===== config.mk =====
export PLATFORM = sky130hd
export DESIGN_NAME = directional_change_detector_flat
export DESIGN_NICKNAME = d
export VERILOG_FILES = /design/src/sv/dcd_pkg.sv /design/src/sv/dcd_price_if.sv /design/src/sv/dcd_event_if.sv /design/src/sv/directional_change_detector.sv /design/src/flat_wrapper.sv
export SDC_FILE = /design/constraint.sdc
export NUM_CORES = 2
export LEC_CHECK = 0
export BUFFER_PORTS_ARGS = -buffer_cell sky130_fd_sc_hd__buf_2
export CAP_MARGIN = 20
export CORE_ASPECT_RATIO = 0.75
export CORE_MARGIN = 8
export CORE_UTILIZATION = 50
export DETAILED_ROUTE_END_ITERATION = 8
export PLACE_DENSITY = 0.66
export SYNTH_ARGS = -nofsm -noshare
export SYNTH_HDL_FRONTEND = slang
export SYNTH_SLANG_ARGS = --single-unit

===== constraint.sdc =====
create_clock -name clk -period 12.7 [get_ports clk]
set_input_delay 1.905 -clock clk [delete_from_list [all_inputs] [get_ports clk]]
set_output_delay 1.905 -clock clk [all_outputs]
set_load 0.1 [all_outputs]

===== src/sv/dcd_pkg.sv =====
package dcd_pkg;

	localparam int DELTA_W = 16;
	localparam int SCALE_W = 18;
	localparam int CFG_W   = 18;
	localparam int IDX_W   = 2;
	localparam int EV_W    = 3;
	localparam int DIGIT_W = 16;
	localparam int THR_W   = 48;
	localparam int DIGITS  = 3;

	localparam logic [IDX_W-1:0] REG_DELTA_UP   = 2'd0;
	localparam logic [IDX_W-1:0] REG_DELTA_DOWN = 2'd1;
	localparam logic [IDX_W-1:0] REG_SCALE      = 2'd2;

	localparam logic [DELTA_W-1:0] DELTA_UP_RST   = 16'd655;
	localparam logic [DELTA_W-1:0] DELTA_DOWN_RST = 16'd655;
	localparam logic [SCALE_W-1:0] SCALE_RST      = 18'd165526;

	typedef enum logic [EV_W-1:0] {
		EV_NONE     = 3'd0,
		EV_UP_OS    = 3'd1,
		EV_CHG_DOWN = 3'd2,
		EV_DOWN_OS  = 3'd3,
		EV_CHG_UP   = 3'd4
	} event_t;

endpackage


===== src/sv/dcd_price_if.sv =====
interface dcd_price_if #(
	parameter int PRICE_WIDTH = 32
);
	logic                   valid;
	logic                   ready;
	logic [PRICE_WIDTH-1:0] price;

	modport source (output valid, output price, input ready);
	modport sink   (input valid, input price, output ready);
endinterface


===== src/sv/dcd_event_if.sv =====
interface dcd_event_if;
	logic                       valid;
	logic                       ready;
	logic [dcd_pkg::EV_W-1:0]   event_code;
	logic [dcd_pkg::EV_W-1:0]   scaled_event_code;

	modport source (output valid, output event_code, output scaled_event_code, input ready);
	modport sink   (input valid, input event_code, input scaled_event_code, output ready);
endinterface


===== src/sv/directional_change_detector.sv =====
// an accepted word runs the plain tracker through SETUP, MUL and CMP, then the scaled
// tracker through SETUP, THR for its threshold product on an overshoot, MUL and CMP;
// OUT then raises the result word once the last is taken; words enter only in IDLE;
// both trackers share one 16-bit-digit multiplier, three digit passes per tracker
// reset: arst_n clears both trackers to unseeded up mode and loads the register defaults
module directional_change_detector #(
	parameter int PRICE_WIDTH = 32
) (
	input  logic                          clk,
	input  logic                          arst_n,
	dcd_price_if.sink                     samples,
	dcd_event_if.source                   events,
	input  logic                          write_enable,
	input  logic [dcd_pkg::IDX_W-1:0]     reg_index,
	input  logic [dcd_pkg::CFG_W-1:0]     write_data
);

	localparam int PW = PRICE_WIDTH;
	localparam int MW = (PRICE_WIDTH > dcd_pkg::SCALE_W) ? PRICE_WIDTH : dcd_pkg::SCALE_W;
	localparam int AW = PRICE_WIDTH + dcd_pkg::THR_W;

	typedef enum logic [2:0] {
		ST_IDLE,
		ST_SETUP,
		ST_THR,
		ST_MUL,
		ST_CMP,
		ST_OUT
	} state_t;

	state_t state_q;

	logic [dcd_pkg::DELTA_W-1:0] delta_up_q;
	logic [dcd_pkg::DELTA_W-1:0] delta_down_q;
	logic [dcd_pkg::SCALE_W-1:0] scale_q;

	logic [1:0]          started_q;
	logic [1:0]          mode_down_q;
	logic [1:0][PW-1:0]  extreme_q;
	logic [1:0][PW-1:0]  reference_q;

	logic                trk_q;
	logic [1:0]          k_q;
	logic [PW-1:0]       price_q;
	logic [PW-1:0]       ext_eff_q;
	logic [PW-1:0]       ref_eff_q;
	logic                md_eff_q;
	logic                moved_q;
	logic                ok_q;
	logic                shift32_q;
	logic [PW-1:0]       diff_q;
	logic [PW-1:0]       base_q;
	logic [dcd_pkg::DELTA_W-1:0] d_q;
	logic [dcd_pkg::THR_W-1:0]   thr_q;
	logic [AW-1:0]       acc_q;

	logic                        events_valid_q;
	logic [dcd_pkg::EV_W-1:0]    ev_plain_q;
	logic [dcd_pkg::EV_W-1:0]    ev_scaled_q;
	logic [dcd_pkg::EV_W-1:0]    out_plain_q;
	logic [dcd_pkg::EV_W-1:0]    out_scaled_q;

	// tracker view with seeding applied
	logic          st_c;
	logic          md_c;
	logic [PW-1:0] ex_c;
	logic [PW-1:0] rf_c;
	logic          moved_c;
	logic          ok_c;
	logic [PW-1:0] diff_c;
	logic [dcd_pkg::DELTA_W-1:0] d_c;

	logic [MW-1:0]    mul_a;
	logic [dcd_pkg::DIGIT_W-1:0] mul_b;
	logic [MW+15:0]   prod;
	logic [AW-1:0]    lhs;
	logic             pass;
	logic [dcd_pkg::EV_W-1:0] ev_c;

	always_comb begin
		st_c = started_q[trk_q];
		md_c = st_c ? mode_down_q[trk_q] : 1'b0;
		ex_c = st_c ? extreme_q[trk_q] : price_q;
		rf_c = st_c ? reference_q[trk_q] : price_q;
		moved_c = md_c ? (price_q < ex_c) : (price_q > ex_c);
		unique case ({moved_c, md_c})
			2'b10: begin
				diff_c = price_q - rf_c;
				ok_c   = price_q > rf_c;
			end
			2'b11: begin
				diff_c = rf_c - price_q;
				ok_c   = rf_c > price_q;
			end
			2'b00: begin
				diff_c = ex_c - price_q;
				ok_c   = 1'b1;
			end
			default: begin
				diff_c = price_q - ex_c;
				ok_c   = 1'b1;
			end
		endcase
		d_c = (moved_c ^ md_c) ? delta_up_q : delta_down_q;
	end

	assign mul_a = (state_q == ST_THR) ? MW'(scale_q) : MW'(base_q);
	assign mul_b = (state_q == ST_THR) ? d_q : thr_q[{k_q, 4'b0000} +: dcd_pkg::DIGIT_W];
	assign prod  = mul_a * mul_b;

	assign lhs  = shift32_q ? (AW'(diff_q) << 32) : (AW'(diff_q) << 16);
	assign pass = ok_q && (lhs > acc_q);

	always_comb begin
		if (moved_q) begin
			ev_c = pass ? (md_eff_q ? dcd_pkg::EV_DOWN_OS : dcd_pkg::EV_UP_OS)
			            : dcd_pkg::EV_NONE;
		end else begin
			ev_c = pass ? (md_eff_q ? dcd_pkg::EV_CHG_UP : dcd_pkg::EV_CHG_DOWN)
			            : dcd_pkg::EV_NONE;
		end
	end

	assign samples.ready            = (state_q == ST_IDLE);
	assign events.valid             = events_valid_q;
	assign events.event_code        = out_plain_q;
	assign events.scaled_event_code = out_scaled_q;

	always_ff @(posedge clk or negedge arst_n) begin
		if (!arst_n) begin
			delta_up_q   <= dcd_pkg::DELTA_UP_RST;
			delta_down_q <= dcd_pkg::DELTA_DOWN_RST;
			scale_q      <= dcd_pkg::SCALE_RST;
		end else if (write_enable) begin
			unique case (reg_index)
				dcd_pkg::REG_DELTA_UP:   delta_up_q   <= write_data[dcd_pkg::DELTA_W-1:0];
				dcd_pkg::REG_DELTA_DOWN: delta_down_q <= write_data[dcd_pkg::DELTA_W-1:0];
				dcd_pkg::REG_SCALE:      scale_q      <= write_data[dcd_pkg::SCALE_W-1:0];
				default: ;
			endcase
		end
	end

	always_ff @(posedge clk or negedge arst_n) begin
		if (!arst_n) begin
			state_q        <= ST_IDLE;
			started_q      <= '0;
			mode_down_q    <= '0;
			extreme_q      <= '0;
			reference_q    <= '0;
			trk_q          <= 1'b0;
			k_q            <= '0;
			events_valid_q <= 1'b0;
		end else begin
			if (events_valid_q && events.ready && state_q != ST_OUT) begin
				events_valid_q <= 1'b0;
			end
			unique case (state_q)
				ST_IDLE: begin
					if (samples.valid) begin
						price_q <= samples.price[PW-1:0];
						trk_q   <= 1'b0;
						state_q <= ST_SETUP;
					end
				end
				ST_SETUP: begin
					ext_eff_q <= ex_c;
					ref_eff_q <= rf_c;
					md_eff_q  <= md_c;
					moved_q   <= moved_c;
					ok_q      <= ok_c;
					shift32_q <= moved_c;
					diff_q    <= diff_c;
					base_q    <= moved_c ? rf_c : ex_c;
					d_q       <= d_c;
					acc_q     <= '0;
					k_q       <= '0;
					if (!moved_c) begin
						thr_q   <= dcd_pkg::THR_W'(d_c);
						state_q <= ST_MUL;
					end else if (!trk_q) begin
						thr_q   <= dcd_pkg::THR_W'({d_c, 16'h0000});
						state_q <= ST_MUL;
					end else begin
						state_q <= ST_THR;
					end
				end
				ST_THR: begin
					// scaled overshoot threshold, delta times scale
					thr_q   <= dcd_pkg::THR_W'(prod[dcd_pkg::DELTA_W+dcd_pkg::SCALE_W-1:0]);
					state_q <= ST_MUL;
				end
				ST_MUL: begin
					acc_q <= acc_q + (AW'(prod) << {k_q, 4'b0000});
					if (k_q == 2'(dcd_pkg::DIGITS - 1)) begin
						state_q <= ST_CMP;
					end else begin
						k_q <= k_q + 2'd1;
					end
				end
				ST_CMP: begin
					started_q[trk_q] <= 1'b1;
					if (moved_q) begin
						extreme_q[trk_q]   <= price_q;
						reference_q[trk_q] <= pass ? price_q : ref_eff_q;
						mode_down_q[trk_q] <= md_eff_q;
					end else if (pass) begin
						extreme_q[trk_q]   <= price_q;
						reference_q[trk_q] <= price_q;
						mode_down_q[trk_q] <= !md_eff_q;
					end else begin
						extreme_q[trk_q]   <= ext_eff_q;
						reference_q[trk_q] <= ref_eff_q;
						mode_down_q[trk_q] <= md_eff_q;
					end
					if (!trk_q) begin
						ev_plain_q <= ev_c;
						trk_q      <= 1'b1;
						state_q    <= ST_SETUP;
					end else begin
						ev_scaled_q <= ev_c;
						state_q     <= ST_OUT;
					end
				end
				ST_OUT: begin
					if (!events_valid_q || events.ready) begin
						out_plain_q    <= ev_plain_q;
						out_scaled_q   <= ev_scaled_q;
						events_valid_q <= 1'b1;
						state_q        <= ST_IDLE;
					end
				end
				default: state_q <= ST_IDLE;
			endcase
		end
	end

	a_accept_starts_plain: assert property (@(posedge clk) disable iff (!arst_n)
		(samples.valid && samples.ready) |=> (state_q == ST_SETUP && !trk_q))
		else $error("accepted word did not start the plain tracker");

	a_result_from_out: assert property (@(posedge clk) disable iff (!arst_n)
		$rose(events_valid_q) |-> $past(state_q == ST_OUT))
		else $error("result word raised outside the output step");

	a_both_seeded: assert property (@(posedge clk) disable iff (!arst_n)
		(state_q == ST_CMP && trk_q) |=> (started_q == 2'b11))
		else $error("trackers not seeded after a full pass");

	a_digit_range: assert property (@(posedge clk) disable iff (!arst_n)
		(state_q == ST_MUL) |-> (k_q != 2'd3))
		else $error("multiplier digit out of range");

endmodule

===== src/flat_wrapper.sv =====
// flat-port wrapper written by rule: the top's interface ports become plain ports
module directional_change_detector_flat 
#(
	parameter int PRICE_WIDTH = 32
)
  (clk, arst_n, write_enable, reg_index, write_data, samples_valid, samples_price, samples_ready, events_valid, events_event_code, events_scaled_event_code, events_ready);
  dcd_price_if #(.PRICE_WIDTH(PRICE_WIDTH)) samples_i ();
  dcd_event_if events_i ();
  input  logic clk;
  input  logic arst_n;
  input  logic write_enable;
  input  logic [dcd_pkg::IDX_W-1:0] reg_index;
  input  logic [dcd_pkg::CFG_W-1:0] write_data;
  input wire logic [$bits(samples_i.valid)-1:0] samples_valid;
  input wire logic [$bits(samples_i.price)-1:0] samples_price;
  output wire logic [$bits(samples_i.ready)-1:0] samples_ready;
  output wire logic [$bits(events_i.valid)-1:0] events_valid;
  output wire logic [$bits(events_i.event_code)-1:0] events_event_code;
  output wire logic [$bits(events_i.scaled_event_code)-1:0] events_scaled_event_code;
  input wire logic [$bits(events_i.ready)-1:0] events_ready;
  assign samples_i.valid = samples_valid;
  assign samples_i.price = samples_price;
  assign samples_ready = samples_i.ready;
  assign events_valid = events_i.valid;
  assign events_event_code = events_i.event_code;
  assign events_scaled_event_code = events_i.scaled_event_code;
  assign events_i.ready = events_ready;
  directional_change_detector #(.PRICE_WIDTH(PRICE_WIDTH)) u_core (.clk(clk), .arst_n(arst_n), .samples(samples_i), .events(events_i), .write_enable(write_enable), .reg_index(reg_index), .write_data(write_data));
endmodule

==> Yosys cells after proc, flatten, opt, wreduce, memory -nomap -nowiden <==
Cells that the tools add are included.
{ "totals": {"regBits": 508, "input_bits": 57, "output_inout_bits": 8} }
{ "op_classes": {"addsub": 6, "mul": 1, "order_cmp": 7, "eq_ne": 16, "shifts": 2, "mux": 60, "n_bitwise": 3, "n_reduce_logical": 26} }
{ "op_table": {"columns": ["cell", "n"], "rows": [
  ["$bwmux W64", 5],
  ["$mux W32", 10],
  ["$mux W64", 5],
  ["$pmux W80 S2", 1],
  ["$sub A32 B32 Y32", 4],
  ["$gt A32 B32 Y1", 3],
  ["$mux W48", 2],
  ["$pmux W32 S3", 1],
  ["$pmux W48 S2", 1],
  ["$add A80 B80 Y80", 1],
  ["$gt A80 B80 Y1", 1],
  ["$shl A48 B6 Y80", 1],
  ["$mul A32 B16 Y48", 1],
  ["$shiftx A48 B7 Y16", 1],
  ["$demux W32 S1", 1],
  ["$lt A32 B32 Y1", 1],
  ["$mux W16", 2],
  ["$mux W3", 9],
  ["$pmux W3 S6", 1],
  ["$reduce_and A3 Y1", 6],
  ["$reduce_and A2 Y1", 7],
  ["$mux W1", 12],
  ["$eq A2 B2 Y1 const B", 4],
  ["$mux W2", 4],
  ["23 further kinds", 37]
]} }

==> Logic depth before layout (Yosys ltp) <==
{ "logic_depth": {"word_depth": 10, "ltp_mapped": 46, "mapped_depth_nobuf": 41} }

==> Worst setup path after synthesis <==
OpenSTA, ideal clock, no wires.
{ "synth_timing": {"path_kind": "input to register", "startpoint": "in arst_n", "endpoint": "reg u_core.base_q[0] (enable)", "arrival_time_ps": 10334, "slack_ps": 1696, "path_stages": 2, "path_buffers": 0, "cell_sequence": "and2_1 > nor2b_1"} }
{ "synth_via": {"elab_chain_len": 1} }
{ "synth_lines": {"columns": ["item", "line_no", "text"], "rows": [
  ["start: declaration", "flat_wrapper.sv:10", "input logic arst_n;"],
  ["$reduce_and A2 Y1 (no source line)", null, null],
  ["end signal: assignment", "directional_change_detector.sv:174", "base_q <= moved_c ? rf_c : ex_c;"],
  ["end: declaration", "directional_change_detector.sv:52", "logic [PW-1:0] base_q;"]
]} }
Every way passes these cells.
A chain may end at the register's enable or synchronous reset.

==> Worst setup path after layout <==
{ "layout_timing": {"startpoint": "reg u_core.state_q[1]", "endpoint": "reg u_core.acc_q[79] (data pin)"} }
{ "layout_via": {"elab_chain_len": 6, "word_cells_on_any_way": 9, "cone_classes": "add/sub (1); mul (1); eq/ne (3); shift (1); mux (3)"} }
{ "layout_lines": {"columns": ["item", "line_no", "text"], "rows": [
  ["start: declaration", "directional_change_detector.sv:31", "state_t state_q;"],
  ["start signal: assignment", "directional_change_detector.sv:146", "state_q <= ST_IDLE;"],
  ["start signal: assignment", "directional_change_detector.sv:163", "state_q <= ST_SETUP;"],
  ["start signal: assignment", "directional_change_detector.sv:180", "state_q <= ST_MUL;"],
  ["$eq A3 B2 Y1", "directional_change_detector.sv:107, directional_change_detector.sv:108", null],
  ["$mux W32 / $mux W16 (equally long branches)", "directional_change_detector.sv:107, directional_change_detector.sv:108", null],
  ["$mul A32 B16 Y48", "directional_change_detector.sv:109", "assign prod = mul_a * mul_b;"],
  ["$shl A48 B6 Y80", "directional_change_detector.sv:194", "acc_q <= acc_q + (AW'(prod) << {k_q, 4'b0000});"],
  ["$add A80 B80 Y80", "directional_change_detector.sv:194", null],
  ["$pmux W80 S2 *", "directional_change_detector.sv:158", "unique case (state_q)"],
  ["end signal: assignment", "directional_change_detector.sv:194", null],
  ["end: declaration", "directional_change_detector.sv:55", "logic [AW-1:0] acc_q;"]
]} }
Mark *: on every way between the ends. The rest lies on a longest branch, timed or not.

==> run_results.csv <==
group,metric,value,unit
status,status,"completed",
clocking,clk_latency,670,ps
timing,fmax,82.39,MHz
timing,final.min_clock_period,12140,ps
synth,synth-main-ff-cell,"edfxtp_1",
drt,antenna_left,0,
clocking,tritoncts,"built",
global_route,met2_usage,0.4307,
drt,drtIter0Drc,4972,
drt,first_pass_iters,8,
clocking,htree_levels,2,
clocking,cts_setup_buffers,0,
global_route,grt_max_degree,127,
drt,drcViolationCount,0,
clocking,numCtsBuffers,54,
synth,yosysMostFrequentCell,"inv_1",
global_route,grt.busiest_layer,"met1",
floorplanning,die_h,295.3,um
synth,synthTopCellsByArea,"edfxtp_1, fa_1, ha_1",
finish,antenna_cells,0,
critical_path,cpPeakStageDelay,620,ps
critical_path,worst_setup_path_start_kind,"flip-flop",
drt,viasPerCell,6.134,
placement,gp_congestion,0.9842,
timing,hold_viol_final,0,
timing,finalSetupTns,0,ps
global_route,grt_use_met1,0.4330,
synth,post-synth-top-area-fraction,0.1761,
synth,ys_ff_latch,494,
critical_path,r2r_cells,41,
global_route,antenna_found_initial,9,
floorplanning,rows,102,
timing,grt_setup_unrepaired,"no",
clocking,cts_hold_buf,0,
critical_path,critPathMaxFanout,16,
timing,finalCritPeriodShare,0.9556,
clocking,cts_resized,0,
synth,syn-cell-area,52010,um2
synth,syn-num-nets,6766,
worst_hold_path,hold_class,"flip-flop to flip-flop",
synth,synth_cell_types,96,
timing,worst_clock_skew,51.16,ps
clocking,clk_pin_slew,60,ps
critical_path,critPathRequiredTime,13070,ps
placement,dp_hpwl,133000,um
timing,worst_pin_slew,1123,ps
finish,area_growth,6.935,%
synth,netlist_instances,5907,
synth,yosys_warnings,0,
drt,wirelength,172500,um
finish,n_fill_cell,9520,
synth,avgSynthCellArea,8.805,um2
finish,fin_nets,6676,
global_route,grt_first_pass_wirelength,262100,um
floorplanning,initial_core_util,0.5038,
floorplanning,ios,65,
floorplanning,die_x,388.4,um
clocking,root_buffer,"clkbuf_16",
global_route,track_usage,0.2927,
timing,finalSetupViolCount,0,
synth,synth_edf_count,305,
global_route,grt_pass1_vias,42340,
run,maxCapViolCount,0,
synth,synthTopCellsByCount,"inv_1, nor2_1, nand2_1, a21oi_1, fa_1",
critical_path,cpMaxStageDelayCell,"nor3_1",
synth,synth-async-reset-ratio,0.3826,
clocking,clock_sinks,494,
floorplanning,core,103200,um2
synth,ys_seq_area_frac,0.2675,
critical_path,crit_type,"flip-flop to flip-flop",
finish,drive_above_1_share,0.07351,
floorplanning,dieArea,114700,um2
critical_path,worst_setup_path_end_kind,"flip-flop",
critical_path,arrival,12500,ps
critical_path,rrSetupSlack,560,ps
drt,vias,44260,
global_route,grt_use_met3,0.06314,
synth,synth.largest_area_cell,"edfxtp_1",
global_route,gr-total-overflow,0,
clocking,clock_path_buffers,3,
placement,port-buffer-count,64,
drt,wl_per_cell,23.92,um
timing,final_max_slew_viol_count,0,
timing,timing.slew.headroom,0.2510,
worst_hold_path,min_path_cells,0,
critical_path,crit_top_cell,"fa_1",
## worst paths after layout
check                                              end            startpoint
max                                   u_core.acc_q[79]     u_core.state_q[1]
min                        u_core.events.event_code[1]  u_core.ev_plain_q[1]
max reg2reg                           u_core.acc_q[79]     u_core.state_q[1]
min reg2reg                u_core.events.event_code[1]  u_core.ev_plain_q[1]
max in group asynchronous         u_core.delta_up_q[6]                arst_n
min in group asynchronous         u_core.extreme_q[46]                arst_n
## final cells by class
class / count / area [um2] / area share
Clock buffer: 78 / 1565 / 0.02814
Clock inverter: 24 / 302.8 / 0.005444
Inverter: 673 / 2526 / 0.04542
Multi-Input combinational cell: 4425 / 34420 / 0.6188
Sequential cell: 494 / 13930 / 0.2504
Tap cell: 1352 / 1692 / 0.03041
Timing Repair Buffer: 169 / 1189 / 0.02137
## state kept, by name, indices dropped and copies added, names as in the netlist, 32 cells and up
signal	cells
u_core.extreme_q	64
u_core.diff_q	32
u_core.thr_q	34
u_core.base_q	32
u_core.price_q	32
u_core.reference_q	64
u_core.ext_eff_q	32
u_core.acc_q	80
u_core.ref_eff_q	32
## cells by family after synthesis
group	count (synthesis)	share of synthesized area
simple gates	1779	0.1543
compound gates	1445	0.1763
buf+inv	988	0.07226
fa+ha+maj	802	0.2540
flops	494	0.2675
mux	261	0.05237
xor+xnor	138	0.02324
## placed cells by master, fill, tap and decap left out, types with 18 or more instances in the layout
| cell type | count |
|---|---|
| dfrtp_1 | 165 |
| clkbuf_16 | 57 |
| a21oi_1 | 501 |
| edfxtp_1 | 305 |
| o21bai_1 | 51 |
| inv_1 | 669 |
| xor2_1 | 53 |
| nor2b_1 | 48 |
| fa_1 | 423 |
| a21o_1 | 195 |
| o31ai_1 | 19 |
| mux2i_1 | 172 |
| buf_4 | 100 |
| xnor2_1 | 85 |
| o211ai_1 | 80 |
| nand3_1 | 58 |
| o21a_1 | 36 |
| o21ai_0 | 258 |
| nor4_1 | 18 |
| dfstp_2 | 20 |
| o22ai_1 | 49 |
| ha_1 | 378 |
| nor3_1 | 46 |
| nand4_1 | 71 |
| mux2_2 | 89 |
| and2_1 | 114 |
| a31oi_1 | 28 |
| a221oi_1 | 25 |
| and3_1 | 20 |
| nand2_1 | 588 |
| nand2b_1 | 97 |
| nor2_1 | 636 |
| a211oi_1 | 28 |
| buf_2 | 63 |
## through the flow
stage	utilization	setup WS, ps	hold WS [ps]	area, um2	std cells
6_report	0.5387	563.3	419.1	55620	7215
5_1_grt	0.5387	37.64	431.2	55620	7215
4_1_cts	0.5382	766.3	421.8	55570	7213
3_5_place_dp	0.5201	862.2	404.5	53700	7111
3_3_place_gp	0.5201	940.4	405.5	53700	7111
2_1_floorplan	-	1696	400.3	52010	5907
## critical path: cells and delay by family (launching register included)
kind / cells / cell delay [ps]
AO/OA/AOI/OAI: 11 / 2920
XOR/XNOR: 2 / 680
adder cells (fa/ha/maj): 8 / 3850
buffers and inverters: 5 / 620
flip-flops: 1 / 360
multiplexers: 1 / 320
AND/OR/NAND/NOR: 14 / 3070
## per-layer routing
metal  part of all wire  up-vias
met1               0.44    21780
met2               0.42     2175
met4              0.034       10
li1                   -    19970
met3               0.10      320
met5            0.00043        -
Power is not shown: default switching activity piles up to over one toggle a cycle in this logic, so the estimate is an artifact.
